**src/rtl/sorted_keyed_list_engine_unit_defines.svh**
```systemverilog
// assertion macros for the sorted keyed list engine
`ifndef SORTED_KEYED_LIST_ENGINE_UNIT_DEFINES_SVH
`define SORTED_KEYED_LIST_ENGINE_UNIT_DEFINES_SVH

// property holds in the same cycle
`define SKL_ASSERT_NOW(lbl, ante, cons, msg) \
  lbl: assert property (@(posedge clk_i) disable iff (!rst_ni) (ante) |-> (cons)) \
    else $error(msg);

// property holds in the cycle after the antecedent
`define SKL_ASSERT_NEXT(lbl, ante, cons, msg) \
  lbl: assert property (@(posedge clk_i) disable iff (!rst_ni) (ante) |=> (cons)) \
    else $error(msg);

`endif

```
**src/rtl/sklst_pkg.sv**
```systemverilog
// shared types and constants of the sorted keyed list engine
package sklst_pkg;

  localparam int unsigned CapacityDef    = 64;
  localparam int unsigned PayloadBitsDef = 32;
  localparam int unsigned KeyW           = 32;
  localparam int unsigned PayW           = 32;
  localparam int unsigned PosW           = 8;
  localparam int unsigned CountW         = 7;

  typedef enum logic [2:0] {
    CMD_INS_HEAD   = 3'd0,
    CMD_INS_TAIL   = 3'd1,
    CMD_INS_SORTED = 3'd2,
    CMD_RM_HEAD    = 3'd3,
    CMD_RM_TAIL    = 3'd4,
    CMD_RM_KEY     = 3'd5,
    CMD_READ_POS   = 3'd6,
    CMD_FIND_KEY   = 3'd7
  } cmd_e;

  typedef struct packed {
    cmd_e                     command;
    logic signed [KeyW-1:0]   entry_key;
    logic        [PayW-1:0]   entry_payload;
    logic        [PosW-1:0]   position;
  } cmd_t;

  typedef struct packed {
    logic                     ok;
    logic signed [KeyW-1:0]   found_key;
    logic        [PayW-1:0]   found_payload;
    logic        [CountW-1:0] entry_count;
  } rsp_t;

  typedef struct packed {
    cmd_e                   command;
    logic signed [KeyW-1:0] entry_key;
    logic        [PosW-1:0] position;
    logic                   cmp_en;
    logic                   commit;
    logic                   ok;
  } cell_ctl_t;

  function automatic logic is_insert(cmd_e c);
    return (c == CMD_INS_HEAD) || (c == CMD_INS_TAIL) || (c == CMD_INS_SORTED);
  endfunction

  function automatic logic is_remove(cmd_e c);
    return (c == CMD_RM_HEAD) || (c == CMD_RM_TAIL) || (c == CMD_RM_KEY);
  endfunction

endpackage

```
**src/rtl/sklst_cell.sv**
```systemverilog
// one list slot: key compare, first-hit chain, shift and readout
module sklst_cell #(
  parameter int unsigned INDEX        = 0,
  parameter int unsigned CNT_W        = 7,
  parameter int unsigned PAYLOAD_BITS = 32
) (
  input  logic                          clk_i,
  input  logic                          rst_ni,
  input  sklst_pkg::cell_ctl_t          ctl_i,
  input  logic [CNT_W-1:0]              count_i,
  input  logic signed [sklst_pkg::KeyW-1:0] new_key_i,
  input  logic [PAYLOAD_BITS-1:0]       new_pay_i,
  input  logic signed [sklst_pkg::KeyW-1:0] left_key_i,
  input  logic [PAYLOAD_BITS-1:0]       left_pay_i,
  input  logic signed [sklst_pkg::KeyW-1:0] right_key_i,
  input  logic [PAYLOAD_BITS-1:0]       right_pay_i,
  input  logic                          prior_i,
  output logic                          prior_o,
  input  logic [sklst_pkg::KeyW-1:0]    acc_key_i,
  input  logic [PAYLOAD_BITS-1:0]       acc_pay_i,
  output logic [sklst_pkg::KeyW-1:0]    acc_key_o,
  output logic [PAYLOAD_BITS-1:0]       acc_pay_o,
  output logic signed [sklst_pkg::KeyW-1:0] key_o,
  output logic [PAYLOAD_BITS-1:0]       pay_o,
  output logic                          hit_o
);
  import sklst_pkg::*;

  localparam int unsigned PCW = (CNT_W > PosW) ? CNT_W : PosW;
  localparam logic [CNT_W-1:0] IDX  = CNT_W'(INDEX);
  localparam logic [CNT_W-1:0] IDX1 = CNT_W'(INDEX + 1);
  localparam logic [PCW-1:0]   POS1 = PCW'(INDEX + 1);

  logic signed [KeyW-1:0]   key_q;
  logic [PAYLOAD_BITS-1:0]  pay_q;
  logic                     hit_q;
  logic                     above_q;
  logic                     valid;
  logic                     cond;
  logic                     term;
  logic                     ins;

  assign valid = IDX < count_i;
  assign ins   = is_insert(ctl_i.command);

  always_comb begin
    case (ctl_i.command)
      CMD_INS_HEAD:   cond = 1'b1;
      CMD_INS_TAIL:   cond = 1'b0;
      CMD_INS_SORTED: cond = !(key_q < ctl_i.entry_key);
      CMD_RM_HEAD:    cond = 1'b1;
      CMD_RM_TAIL:    cond = (IDX1 == count_i);
      CMD_RM_KEY:     cond = (key_q == ctl_i.entry_key);
      CMD_READ_POS:   cond = (PCW'(ctl_i.position) == POS1);
      CMD_FIND_KEY:   cond = (key_q == ctl_i.entry_key);
      default:        cond = 1'b0;
    endcase
  end

  assign term    = valid ? cond : ins;
  assign prior_o = prior_i | term;

  always_ff @(posedge clk_i or negedge rst_ni) begin
    if (!rst_ni) begin
      hit_q   <= 1'b0;
      above_q <= 1'b0;
    end else if (ctl_i.cmp_en) begin
      hit_q   <= term & !prior_i;
      above_q <= prior_i;
    end
  end

  // shift toward the tail on insert, toward the head on remove
  always_ff @(posedge clk_i) begin
    if (ctl_i.commit && ctl_i.ok) begin
      if (ins) begin
        if (hit_q) begin
          key_q <= new_key_i;
          pay_q <= new_pay_i;
        end else if (above_q) begin
          key_q <= left_key_i;
          pay_q <= left_pay_i;
        end
      end else if (is_remove(ctl_i.command) && (hit_q || above_q)) begin
        key_q <= right_key_i;
        pay_q <= right_pay_i;
      end
    end
  end

  assign acc_key_o = acc_key_i | (hit_q ? key_q : '0);
  assign acc_pay_o = acc_pay_i | (hit_q ? pay_q : '0);
  assign key_o     = key_q;
  assign pay_o     = pay_q;
  assign hit_o     = hit_q;

endmodule

```
**config.mk**
```make
export PLATFORM = sky130hd
export DESIGN_NAME = sklst_cell
export DESIGN_NICKNAME = d
export VERILOG_FILES = /design/src/rtl/sorted_keyed_list_engine_unit_defines.svh /design/src/rtl/sklst_pkg.sv /design/src/rtl/sklst_cell.sv
export SDC_FILE = /design/constraint.sdc
export NUM_CORES = 1
export LEC_CHECK = 0
export ABC_AREA = 1
export BUFFER_PORTS_ARGS = -buffer_cell sky130_fd_sc_hd__buf_2
export CAP_MARGIN = 20
export CORE_AREA = 5 5 171 173
export CTS_CLUSTER_SIZE = 16
export DETAILED_ROUTE_END_ITERATION = 10
export DIE_AREA = 0 0 176 178
export GPL_ROUTABILITY_DRIVEN = 0
export PLACE_DENSITY = 0.46
export SYNTH_ARGS = -nofsm -noshare
export SYNTH_HDL_FRONTEND = slang
export SYNTH_SLANG_ARGS = --single-unit
```
**constraint.sdc**
```tcl
create_clock -name clk_i -period 8.55 [get_ports clk_i]
set_clock_uncertainty 0.1 [all_clocks]
set_input_delay 1.2825 -clock clk_i [delete_from_list [all_inputs] [get_ports clk_i]]
set_output_delay 1.2825 -clock clk_i [all_outputs]
set_load 0.05 [all_outputs]
```
======== Yosys cells after proc, flatten, opt, wreduce, memory -nomap -nowiden ========
Cells that the tools add are included.
word-level totals
  register bits ........................... 66
  input port bits ......................... 312
  output and inout port bits .............. 130
  word-level logic and storage cells ...... 47
operators by class
  $lt $le $gt $ge ......................... 2
  equal/unequal tests ..................... 11
  muxes and demuxes ....................... 12
  bitwise logic cells ..................... 4
  reduce and logical (&&, ||, !) cells .... 14
operators by type and width
  kind                  number
  $mux W32              10
  $or A32 B32 Y32       2
  $eq A32 B32 Y1        1
  $lt A32 B32 Y1        1
  $eq A3 B3 Y1 const B  4
  $eq A8 B1 Y1 const B  1
  $eq A1 B7 Y1 const A  1
  $lt A1 B7 Y1 const A  1
  $eq A3 B2 Y1 const B  2
  $pmux W1 S6           1
  $logic_or A1 B1 Y1    5
  $reduce_or A2 Y1      2
  $eq A3 B1 Y1 const B  1
  $logic_not A3 Y1      1
  $ne A3 B3 Y1 const B  1
  $reduce_and A3 Y1     1
  $logic_and A1 B1 Y1   2
  $logic_not A1 Y1      2
  $reduce_bool A2 Y1    1
  $and A1 B1 Y1         1
  $mux W1               1
  $or A1 B1 Y1          1

======== Logic depth before layout (Yosys ltp) ========
Gate-level depths: netlist (run 1).
  depth in word-level cells ............... 6
  depth in mapped cells ................... 16
  mapped depth without buffers ............ 16

======== Least setup slack after synthesis (run 1) ========
Ideal clock, no wire load.
  path kind ............................... input port to flip-flop
  start point ............................. in ctl_i[45] in the netlist's numbering
  end point ............................... reg key_q[0] (netlist: key_o[0]), enable pin
  setup time .............................. 507 ps
  arrival ................................. 4558 ps
  required time ........................... 7943 ps
  slack ................................... 3384 ps
  cell stages on the path ................. 3
  path buffers ............................ 0
  path through ............................ nand2_1 nand3_1 a21oi_1
on the way
  cells in the longest elaborated chain, start to end .. 6
  elaborated cells between the ends (all ways) .. 14
  those cells by class .................... eq/ne: 6; reduce/logical: 8
ends and longest elaborated chain
  item                                          RTL line          source
  start, declared                               sklst_cell.sv:9   input sklst_pkg::cell_ctl_t ctl_i,
  $eq A3 B2 Y1 or $eq A3 B3 Y1 (tied branches)  sklst_pkg.sv:50   return (c == CMD_RM_HEAD) || (c == CMD_RM_TAIL) || (c == CMD_RM_KEY);
  $logic_or A1 B1 Y1 (2 in a row)               sklst_pkg.sv:50
  $logic_and A1 B1 Y1                           sklst_cell.sv:84  end else if (is_remove(ctl_i.command) && (hit_q || above_q)) begin
  $reduce_bool A2 Y1 (no line)                  n/a
  $reduce_and A3 Y1 (no line) *                 n/a
  end signal, assigned                          sklst_cell.sv:78  key_q <= new_key_i;
  end signal, assigned                          sklst_cell.sv:81  key_q <= left_key_i;
  end signal, assigned                          sklst_cell.sv:85  key_q <= right_key_i;
  end, declared                                 sklst_cell.sv:34  logic signed [KeyW-1:0] key_q;
Mark *: on every way between the ends. The rest lies on a longest branch, timed or not.
A chain may end at the register's enable or synchronous reset.

======== Worst setup path after layout (run 1) ========
  start point ............................. in ctl_i[42] in the netlist's numbering
  end point ............................... out prior_o
on the way
  cells in the longest elaborated chain, start to end .. 5
  elaborated cells between the ends (all ways) .. 6
  those cells by class .................... order compare: 1; eq/ne: 1; mux: 2; bitwise: 1; reduce/logical: 1
ends and longest elaborated chain
  item              RTL line          source
  $lt A32 B32 Y1    sklst_cell.sv:50  CMD_INS_SORTED: cond = !(key_q < ctl_i.entry_key);
  $logic_not A1 Y1  sklst_cell.sv:50
  $pmux W1 S6 *     sklst_cell.sv:47  case (ctl_i.command)
  $mux W1 *         sklst_cell.sv:60  assign term = valid ? cond : ins;
  $or A1 B1 Y1 *    sklst_cell.sv:61  assign prior_o = prior_i | term;
  end, declared     sklst_cell.sv:18  output logic prior_o,
Marked as above.

==> results of run 1 <==
-- metal layers --
layer  wire length (um)  vias up
li1                   -     2930
met1               9020     2570
met2              11500      233
met3               1740       24
met4                370        8
met5                 42        -
-- sequential cells by signal (all words and copies together), names as in the netlist --
name     flops
above_q      1
hit_o        1
key_o       32
pay_o       32
-- layout by cell type, fill, tap and decap left out, types with 4 or more instances in the layout --
master                      synthesis  routed
sky130_fd_sc_hd__buf_2              6     441
sky130_fd_sc_hd__nand2_1          174     174
sky130_fd_sc_hd__nor2_1            71      71
sky130_fd_sc_hd__a21o_1            65      65
sky130_fd_sc_hd__a31oi_1           64      64
sky130_fd_sc_hd__edfxtp_1          64      64
sky130_fd_sc_hd__inv_1             49      49
sky130_fd_sc_hd__ha_1              32      32
sky130_fd_sc_hd__a21oi_1           13      12
sky130_fd_sc_hd__nand3_1            9       9
sky130_fd_sc_hd__clkbuf_16          0       9
sky130_fd_sc_hd__nand4_1            4       4
sky130_fd_sc_hd__buf_4              0       4
-- cell families (layout without fill, tap and decap cells) --
family	Yosys count	after routing
and+or+nand+nor	276	276
DFF	66	66
other	0	1
adders and majority gates	32	32
buffers and inverters	86	512
AOI/OAI and AO/OA	147	147
-- metrics by stage --
step                      setup WS, ps  instance area, um^2  hold slack, ps  utilization (%)
after global placement            4110                 7380             438             26.8
after CTS                         4040                 7720             455             28.1
after global routing              3810                 7720             531             28.1
final                             4130                 7720             447             28.1
after detailed placement          4050                 7380             441             26.8
after floorplan                   3380                 4830             381                -
-- layout make-up --
| cell class | instances | area, um^2 | share of cell area (%) |
|---|---|---|---|
| antenna | 1 | 2.50 | 0.0324 |
| clock buffer | 10 | 229 | 2.97 |
| clock inverter | 6 | 115 | 1.49 |
| inverter | 51 | 191 | 2.48 |
| multi-input combinational | 455 | 2540 | 32.9 |
| sequential | 66 | 1980 | 25.6 |
| tap | 346 | 433 | 5.61 |
| timing repair buffer | 445 | 2240 | 29.0 |
-- worst min path at each step --
stage,from,end,slack [ps]
after floorplan,above_q,above_q,380
after global placement,above_q,above_q,440
after detailed placement,above_q,above_q,440
after CTS,above_q,above_q,450
after global routing,above_q,above_q,530
final,above_q,above_q,450
-- critical path, delay by kind of cell --
kind | cells | cell delay (ps)
and+or+nand+nor | 10 | 1020
buffers and inverters | 3 | 370
adders and majority gates | 1 | 350
-- where the power goes --
group          leakage, uW  switching [uW]  internal, uW
Combinational      0.00339             258           129
Sequential        0.000607            17.9           379
Clock             0.000163             150           286
Total              0.00416             426           794
==> impl_metrics.env, run 1 <==
export IMPL_slowest_delay_ps=350
export IMPL_detail_route_drc_violations=0
export IMPL_crit_path_top_delay_cell="sky130_fd_sc_hd__ha_1"
export IMPL_post_cts_resized=0
export IMPL_htree_levels=3
export IMPL_synth_async_sr_flop_share_pct=3.03
export IMPL_power_density_nw_per_um2=158
export IMPL_drt_pass1_iter_count=4
export IMPL_globalRouteMet1Util_pct=16.5
export IMPL_power_static_leakage_uw=0.00416
export IMPL_drt_iter0_markers=193
export IMPL_syn_area_per_cell_um2=7.96
export IMPL_synth_yosys_warnings=0
export IMPL_clk_pin_slew_ps=60
export IMPL_portion_of_the_post_synthesis_area_used_by_sequential_elements_pct=40.8
export IMPL_synth_compound_gate_area_share_pct=20.5
export IMPL_boundaryPins=442
export IMPL_synthesis_instances=607
export IMPL_nNetsFinal=1372
export IMPL_cap_violations=0
export IMPL_insertion_delay_ps=330
export IMPL_synth_top_cells_by_area="sky130_fd_sc_hd__edfxtp_1, sky130_fd_sc_hd__nand2_1, sky130_fd_sc_hd__a21o_1, sky130_fd_sc_hd__a31oi_1, sky130_fd_sc_hd__ha_1"
export IMPL_critical_path_class="primary input to output port"
export IMPL_synth_seq_cells=66
export IMPL_vias=5765
export IMPL_synth_top_area_cell="sky130_fd_sc_hd__edfxtp_1"
export IMPL_core_um2=27500
export IMPL_share_of_the_synthesized_netlist_area_taken_by_xor_and_xnor_gates_pct=0
export IMPL_crit_path_end_kind="output port"
export IMPL_grt_overflow=0
export IMPL_cts_hold_buffers_added=0
export IMPL_regToRegStartpoint="hit_o"
export IMPL_slew_headroom_pct=34.3
export IMPL_grt_antenna_before_repair=5
export IMPL_grt_max_degree=97
export IMPL_synth_cell_area_um2=4830
export IMPL_vdd_ir_drop_worst_uv=66.3
export IMPL_layout_worst_path_cycle_share_pct=51.7
export IMPL_port_buffers=441
export IMPL_setup_worst_path_end="prior_o"
export IMPL_ys_dominant_reg_cell="sky130_fd_sc_hd__edfxtp_1"
export IMPL_die_height_um=178
export IMPL_fp_row_count=61
export IMPL_final_fill_count=3077
export IMPL_routed_wire_length_per_instance_um=16.4
export IMPL_start_util_pct=17.6
export IMPL_timing_hold_worst_class="register to register"
export IMPL_placedCellCount=1363
export IMPL_tritoncts_clock_tree="built"
export IMPL_fraction_of_the_mapped_netlist_area_in_adder_cells_pct=8.29
export IMPL_number_of_synthesized_flops_with_an_enable_pin=64
export IMPL_worst_setup_path_start_kind="primary input"
export IMPL_number_of_non_filler_instances_in_the_completed_layout=1380
export IMPL_synthesis_nets=951
export IMPL_grt_total_usage_pct=13.4
export IMPL_crit_path_start="ctl_i[42]"
export IMPL_cts_sink_count=66
export IMPL_number_of_setup_violations_in_the_final_report=0
export IMPL_maximum_fanout_along_the_worst_path=4
export IMPL_cp_cell_sequence="buf_2 > inv_1 > ha_1 > nand2_2 > nor2_4 > nand4_2 > nor2_2 > nand2_1 > nand4_1 > nand3_2 > nand4_2 > nand2_1 > nand2_1 > buf_2"
export IMPL_drtAntennaViolNets=0
export IMPL_layout_min_cycle_time_ps=4420
export IMPL_grt_pass1_wl_mm=32.2
export IMPL_fmaxAchievable_ghz=0.226
export IMPL_regToRegSetupSlack_ps=5920
export IMPL_worstPathArrival_ps=3040
export IMPL_hpwlAfterDp_mm=18.3
export IMPL_cts_root_cell="sky130_fd_sc_hd__clkbuf_16"
export IMPL_cts_buffers_inserted=9
export IMPL_rr_worst_depth=4
export IMPL_post_synth_and_or_nand_nor_area_fraction_pct=23.4
export IMPL_grt_met3_usage_pct=3.43
export IMPL_rsz0062_at_grt="no"
export IMPL_status="finished clean"
export IMPL_vias_per_cell=4.18
export IMPL_floorplan_die_width_um=176
export IMPL_hold_viol_final=0
export IMPL_grt_pass1_vias=5600
export IMPL_crit_top_cell="sky130_fd_sc_hd__nand2_1"
export IMPL_maxSlewViolCount=0
export IMPL_r2r_end="key_o[17]"
export IMPL_synthToLayoutAreaGrowth_pct=59.9
export IMPL_synth_mux_area_fraction_pct=0
export IMPL_grtUsageMet2_pct=23.3
export IMPL_totalWireLength_mm=22.7
export IMPL_largest_family_of_logic_cells_by_synthesized_area="simple AND/OR/NAND/NOR gates"
export IMPL_postCtsSetupRepairBufs=0
export IMPL_synthDominantCellAreaShare_pct=39.8
export IMPL_cts_buffer_depth=2
export IMPL_tightest_slew_ps=985
export IMPL_synth_lib_cells_used_distinct=31
export IMPL_drive_above_1_share_pct=46.2
export IMPL_synth_common_cells="sky130_fd_sc_hd__nand2_1, sky130_fd_sc_hd__nor2_1, sky130_fd_sc_hd__a21o_1, sky130_fd_sc_hd__a31oi_1, sky130_fd_sc_hd__edfxtp_1"
export IMPL_design_power_total_uw=1220
export IMPL_area_of_the_die_um2=31300
export IMPL_post_synth_top_count_cell="sky130_fd_sc_hd__nand2_1"
export IMPL_hold_path_depth=2
export IMPL_grt_most_used_layer="met2"
export IMPL_final_setup_tns_ps=0
export IMPL_critical_path_required_ps=7170
No activity file was read; power rests on OpenSTA's default activity.
==> inputs of run 2 (changes only) <==
CORE_AREA = 5 5 167 169   (was 5 5 171 173)
DIE_AREA = 0 0 172 174   (was 0 0 176 178)
PLACE_DENSITY = 0.48   (was 0.46)
clock period = 4.15 ns   (was 8.55 ns; I/O delays follow)
==> impl_metrics.env, run 2 (synthesis gave the netlist of run 1 again) <==
export IMPL_status="finished clean"
export IMPL_crit_path_end_kind="output port"
export IMPL_synthToLayoutAreaGrowth_pct=59.3
export IMPL_worst_setup_path_start_kind="register"
export IMPL_critical_path_required_ps=3430
export IMPL_rsz0062_at_grt="no"
export IMPL_port_buffers=441
export IMPL_layout_worst_path_cycle_share_pct=78.7
export IMPL_grt_antenna_before_repair=1
export IMPL_worstPathArrival_ps=2540
export IMPL_layout_cells_most_common_list="sky130_fd_sc_hd__buf_2, sky130_fd_sc_hd__nand2_1, sky130_fd_sc_hd__nor2_1, sky130_fd_sc_hd__a21o_1"
export IMPL_postCtsSetupRepairBufs=0
export IMPL_start_util_pct=18.3
export IMPL_die_height_um=174
export IMPL_drtAntennaViolNets=0
export IMPL_slew_headroom_pct=38.2
export IMPL_crit_path_start="key_o[31]"
export IMPL_rr_worst_depth=4
export IMPL_number_of_setup_violations_in_the_final_report=0
export IMPL_power_density_nw_per_um2=311
export IMPL_cts_buffers_inserted=9
export IMPL_drt_iter0_markers=293
export IMPL_nNetsFinal=1373
export IMPL_share_seq_of_total_power_pct=33.6
export IMPL_hold_viol_final=0
export IMPL_clk_pin_slew_ps=60
export IMPL_maxSlewViolCount=0
export IMPL_hpwlAfterDp_mm=17.5
export IMPL_floorplan_die_width_um=172
export IMPL_setup_worst_path_end="prior_o"
export IMPL_vias=5773
export IMPL_insertion_delay_ps=340
export IMPL_htree_levels=3
export IMPL_area_of_the_die_um2=29900
export IMPL_grt_max_degree=130
export IMPL_maximum_fanout_along_the_worst_path=4
export IMPL_boundaryPins=442
export IMPL_postLayoutCoreUtil_pct=29.1
export IMPL_finalInstanceArea_um2=7690
export IMPL_grt_pass1_wl_mm=32.0
export IMPL_grt_overflow=0
export IMPL_switching_share_pct=36.8
export IMPL_layout_min_cycle_time_ps=3270
export IMPL_grt_pass1_vias=5639
export IMPL_timing_hold_worst_class="primary input to register"
export IMPL_fp_row_count=60
export IMPL_vdd_ir_drop_worst_uv=148
export IMPL_cts_hold_buffers_added=1
export IMPL_regToRegStartpoint="hit_o"
export IMPL_final_fill_count=2916
export IMPL_critical_path_class="register to output port"
export IMPL_design_power_total_uw=2390
export IMPL_cts_buffer_depth=2
export IMPL_r2r_end="key_o[23]"
export IMPL_drt_pass1_iter_count=4
export IMPL_tightest_slew_ps=926
export IMPL_fmaxAchievable_ghz=0.306
export IMPL_vias_per_cell=4.20
export IMPL_share_comb_of_total_power_pct=34.0
export IMPL_net_switching_power_uw=881
export IMPL_post_cts_resized=0
export IMPL_regToRegSetupSlack_ps=1860
export IMPL_power_frac_clock_pct=32.3
export IMPL_routed_wire_length_per_instance_um=15.9
export IMPL_cts_root_cell="sky130_fd_sc_hd__clkbuf_16"
export IMPL_cap_violations=0
export IMPL_placement_cell_area_um2=7390
export IMPL_final_setup_tns_ps=0
export IMPL_p_int_uw=1510
export IMPL_cts_sink_count=66
export IMPL_totalWireLength_mm=21.9
export IMPL_tritoncts_clock_tree="built"
export IMPL_drive_above_1_share_pct=46.1
export IMPL_grt_total_usage_pct=13.8
export IMPL_core_um2=26400
export IMPL_layout_cells_most_common="sky130_fd_sc_hd__buf_2"
export IMPL_detail_route_drc_violations=0
export IMPL_power_static_leakage_uw=0.00414
## run 2: cell count changes in the layout (fill, tap and decap cells not counted), sizes merged
cell	before	now
bufinv	3	1
clkinv	2	3
dlygate4sd3	0	1
## run 2: final cells by class
cell class	count	area, um^2	share of cell area [%]
Multi-Input combinational cell	455	2540	33.0
Timing Repair Buffer	446	2270	29.5
Sequential cell	66	1980	25.7
Tap cell	341	427	5.55
Clock buffer	10	229	2.98
Inverter	51	191	2.49
Clock inverter	5	56.3	0.732
Antenna cell	1	2.50	0.0325
## run 2: metal layers
metal | global-route usage [%] | vias to the layer above | part of all wire [%]
met5 | 0 | - | 0.091
met4 | 3.83 | 2 | 1.6
met3 | 2.66 | 23 | 7.5
met2 | 24.0 | 235 | 50
met1 | 17.2 | 2588 | 41
li1 | - | 2925 | -
## run 2: metrics by stage
step           std cells  hold WS [ps]  worst slack, ps
2_1_floorplan        607           227              777
3_3_place_gp        1358           311              959
5_1_grt             1374           454              557
3_5_place_dp        1358           311              904
6_report            1375           449              884
4_1_cts             1374           425              760
## run 2: worst min-delay path by stage
stage | from | to | slack [ps] | cells after the start
6_report | ctl_i[2] | hit_o | 450 | 4
5_1_grt | ctl_i[2] | hit_o | 450 | 4
4_1_cts | ctl_i[2] | hit_o | 420 | 4
3_5_place_dp | rst_ni | above_q | 310 | 1
3_3_place_gp | rst_ni | above_q | 310 | 1
2_1_floorplan | rst_ni | above_q | 230 | 0
## run 2: critical path: stages, from the launching register on
cell                       delay (ps)
sky130_fd_sc_hd__edfxtp_1         450
sky130_fd_sc_hd__ha_1             410
sky130_fd_sc_hd__nand2_2          100
sky130_fd_sc_hd__nor2_4           150
sky130_fd_sc_hd__nand4_2          160
sky130_fd_sc_hd__nor2_2           150
sky130_fd_sc_hd__nand2_1          100
sky130_fd_sc_hd__nand4_1          110
sky130_fd_sc_hd__nand3_2          110
sky130_fd_sc_hd__nand4_2          100
sky130_fd_sc_hd__nand2_1           50
sky130_fd_sc_hd__nand2_1           50
sky130_fd_sc_hd__buf_2            260
## run 2: power by group through the flow
| stage | combinational [uW] | clock [uW] | sequential (uW) |
|---|---|---|---|
| after CTS | 823 | 810 | 805 |
| final | 814 | 773 | 805 |
| after detailed placement | 820 | 0 | 819 |
| after global routing | 886 | 838 | 808 |
| after floorplan | 437 | 0 | 904 |
| after global placement | 816 | 0 | 820 |
==> inputs of run 3 (changes only) <==
ABC_AREA = 0   (was 1)
CORE_AREA = 5 5 170 172   (was 5 5 167 169)
DIE_AREA = 0 0 175 177   (was 0 0 172 174)
clock period = 3 ns   (was 4.15 ns; I/O delays follow)
==> impl_metrics.env, run 3 <==
export IMPL_status="complete, but fails checks"
export IMPL_n_antenna_cell=0
export IMPL_synth_yosys_warnings=0
export IMPL_maxSlewViolCount=0
export IMPL_area_of_the_die_um2=31000
export IMPL_final_setup_tns_ps=-280
export IMPL_totalWireLength_mm=21.3
export IMPL_share_comb_of_total_power_pct=33.7
export IMPL_power_static_leakage_uw=0.00410
export IMPL_rsz0062_at_grt="yes"
export IMPL_holdWs_ps=229
export IMPL_synth_cell_area_um2=4720
export IMPL_regToRegSetupSlack_ps=550
export IMPL_syn_area_per_cell_um2=9.69
export IMPL_final_fill_count=2973
export IMPL_hold_path_end="hit_o"
export IMPL_vias=5388
export IMPL_worstPathArrival_ps=2730
export IMPL_cts_root_cell="sky130_fd_sc_hd__clkbuf_16"
export IMPL_fmaxAchievable_ghz=0.305
export IMPL_crit_path_end_kind="output port"
export IMPL_switching_share_pct=34.4
export IMPL_ys_dominant_reg_cell="sky130_fd_sc_hd__edfxtp_1"
export IMPL_port_buffers=441
export IMPL_hold_path_depth=2
export IMPL_boundaryPins=442
export IMPL_tritoncts_clock_tree="built"
export IMPL_layout_cells_most_common="sky130_fd_sc_hd__buf_2"
export IMPL_maximum_fanout_along_the_worst_path=3
export IMPL_grt_total_usage_pct=12.9
export IMPL_synthesis_instances=487
export IMPL_drtAntennaViolNets=0
export IMPL_synthesis_nets=831
export IMPL_detail_route_drc_violations=0
export IMPL_clk_pin_slew_ps=60
export IMPL_layout_worst_path_cycle_share_pct=109
export IMPL_synth_top_cells_by_area="sky130_fd_sc_hd__edfxtp_1, sky130_fd_sc_hd__mux2i_1, sky130_fd_sc_hd__a21o_1, sky130_fd_sc_hd__ha_1, sky130_fd_sc_hd__a21oi_1"
export IMPL_htree_levels=3
export IMPL_routed_wire_length_per_instance_um=16.5
export IMPL_power_density_nw_per_um2=446
export IMPL_synth_common_cells="sky130_fd_sc_hd__a21oi_1, sky130_fd_sc_hd__a21o_1, sky130_fd_sc_hd__nor2_1, sky130_fd_sc_hd__edfxtp_1, sky130_fd_sc_hd__mux2i_1"
export IMPL_share_seq_of_total_power_pct=31.3
export IMPL_grt_pass1_vias=5606
export IMPL_p_int_uw=2330
export IMPL_synth_seq_cells=66
export IMPL_synth_lib_cells_used_distinct=34
export IMPL_nNetsFinal=1282
export IMPL_grt_pass1_wl_mm=30.9
export IMPL_post_synth_top_count_cell="sky130_fd_sc_hd__a21oi_1"
export IMPL_cpLargestDelayFamily="compound AO/OA/AOI/OAI gates"
export IMPL_start_util_pct=17.3
export IMPL_core_um2=27300
export IMPL_synthToLayoutAreaGrowth_pct=68.8
export IMPL_drt_pass1_iter_count=5
export IMPL_power_frac_clock_pct=35.1
export IMPL_fp_row_count=61
export IMPL_die_height_um=177
export IMPL_finalInstanceArea_um2=7960
export IMPL_cap_violations=0
export IMPL_cp_cell_sequence="ha_4 > nand4_1 > nor3_2 > a221oi_2 > nor4bb_2 > a311o_1 > o21a_1 > nand3b_1 > buf_12"
export IMPL_postLayoutCoreUtil_pct=29.1
export IMPL_floorplan_die_width_um=175
export IMPL_critical_path_class="register to output port"
export IMPL_drive_above_1_share_pct=53.0
export IMPL_rr_worst_depth=8
export IMPL_placement_cell_area_um2=7540
export IMPL_hpwlAfterDp_mm=17.4
export IMPL_vias_per_cell=4.18
export IMPL_portion_of_the_post_synthesis_area_used_by_sequential_elements_pct=41.8
export IMPL_cts_buffers_inserted=9
export IMPL_drt_iter0_markers=159
export IMPL_grt_overflow=0
export IMPL_synth_async_sr_flop_share_pct=3.03
export IMPL_r2r_end="hit_o"
export IMPL_synthDominantCellAreaShare_pct=40.7
export IMPL_violated_checks="negative setup slack"
export IMPL_grt_max_degree=131
export IMPL_hold_viol_final=0
export IMPL_synth_top_area_cell="sky130_fd_sc_hd__edfxtp_1"
export IMPL_cts_sink_count=66
export IMPL_crit_path_top_delay_cell="sky130_fd_sc_hd__edfxtp_1"
export IMPL_final_critical_path_setup_slack_ps=-280
export IMPL_worst_setup_path_start_kind="register"
export IMPL_net_switching_power_uw=1220
export IMPL_slew_headroom_pct=50.2
export IMPL_grt_antenna_before_repair=0
export IMPL_insertion_delay_ps=330
export IMPL_worst_hold_startpoint="ctl_i[2]"
export IMPL_layout_cells_most_common_list="sky130_fd_sc_hd__buf_2, sky130_fd_sc_hd__a21oi_1, sky130_fd_sc_hd__nor2_1, sky130_fd_sc_hd__a21o_1"
export IMPL_slowest_delay_ps=470
export IMPL_timing_hold_worst_class="primary input to register"
export IMPL_number_of_synthesized_flops_with_an_enable_pin=64
export IMPL_design_power_total_uw=3550
export IMPL_vdd_ir_drop_worst_uv=233
export IMPL_layout_min_cycle_time_ps=3280
export IMPL_regToRegStartpoint="key_o[30]"
export IMPL_number_of_setup_violations_in_the_final_report=1
export IMPL_critical_path_n_buffers_inverters=1
export IMPL_critical_path_required_ps=2450
export IMPL_tightest_slew_ps=748
export IMPL_cts_buffer_depth=2
[run 3: changes by cell type in the layout (fill, tap and decap cells not counted), sizes merged, moves of 10 or more]
| cell | previous run | this run |
|---|---|---|
| nor2 | 75 | 65 |
| mux2i | 0 | 64 |
| buf | 445 | 468 |
| a31oi | 64 | 2 |
| nand2 | 176 | 8 |
| a21oi | 14 | 78 |
| inv | 51 | 37 |
[run 3: area by class of cell]
type / instances / area (um^2) / area share, %
multi-input combinational: 356 / 2620 / 32.9
timing repair buffer: 469 / 2460 / 30.9
sequential: 66 / 1980 / 24.8
tap: 346 / 433 / 5.44
clock buffer: 9 / 225 / 2.83
inverter: 36 / 135 / 1.70
clock inverter: 7 / 116 / 1.46
[run 3: worst register-to-register path, delay by kind of cell, from the launching register on]
kind | cells | cell delay (ps)
AO/OA/AOI/OAI | 4 | 910
adder cells (fa/ha/maj) | 1 | 320
AND/OR/NAND/NOR | 3 | 570
flip-flops | 1 | 470
[run 3: logic make-up (layout without fill, tap and decap cells)]
| family | count (synthesis) | count (layout) | share of synthesized area [%] |
|---|---|---|---|
| buffers and inverters | 65 | 521 | 5.17 |
| and+or+nand+nor | 98 | 98 | 9.52 |
| DFF | 66 | 66 | 41.8 |
| muxes | 64 | 64 | 13.6 |
| adders and majority gates | 32 | 32 | 8.49 |
| AOI/OAI and AO/OA | 162 | 162 | 21.5 |
[run 3: per-layer routing]
| layer | part of all wire (%) | vias to the layer above | GRT usage (%) |
|---|---|---|---|
| met3 | 7.8 | 9 | 3.67 |
| met2 | 51 | 267 | 23.1 |
| met1 | 41 | 2421 | 15.7 |
| li1 | - | 2691 | - |
| met4 | 0.72 | 0 | 2.29 |
| met5 | 0 | - | 0 |
[run 3: per-stage QoR]
stage,instances,setup slack [ps]
2_1_floorplan,487,-2.60
3_3_place_gp,1267,-84.5
3_5_place_dp,1267,-114
4_1_cts,1289,-317
5_1_grt,1289,-452
6_report,1289,-280
[run 3: worst max-delay path by stage]
stage / slack, ps / to / start / cells after the start
after floorplan: -3 / prior_o / key_o[27] / 8
after global placement: -80 / prior_o / ctl_i[30] / 11
after detailed placement: -110 / prior_o / ctl_i[30] / 11
after CTS: -320 / prior_o / key_o[28] / 9
after global routing: -450 / prior_o / key_o[19] / 9
final: -280 / prior_o / key_o[30] / 9
[run 3: power groups by stage]
stage	sequential (uW)	combinational, uW	clock, uW
3_3_place_gp	1130	1190	0
2_1_floorplan	1250	642	0
6_report	1110	1200	1240
5_1_grt	1110	1300	1350
3_5_place_dp	1130	1200	0
4_1_cts	1110	1220	1310
[run 3: repair_timing]
action	CTS	global route
setup buffers	5	0
gates resized for setup	4	2
hold buffers	1	0
setup endpoints to repair	1	1
pin swaps	3	3
hold endpoints to repair	2	0
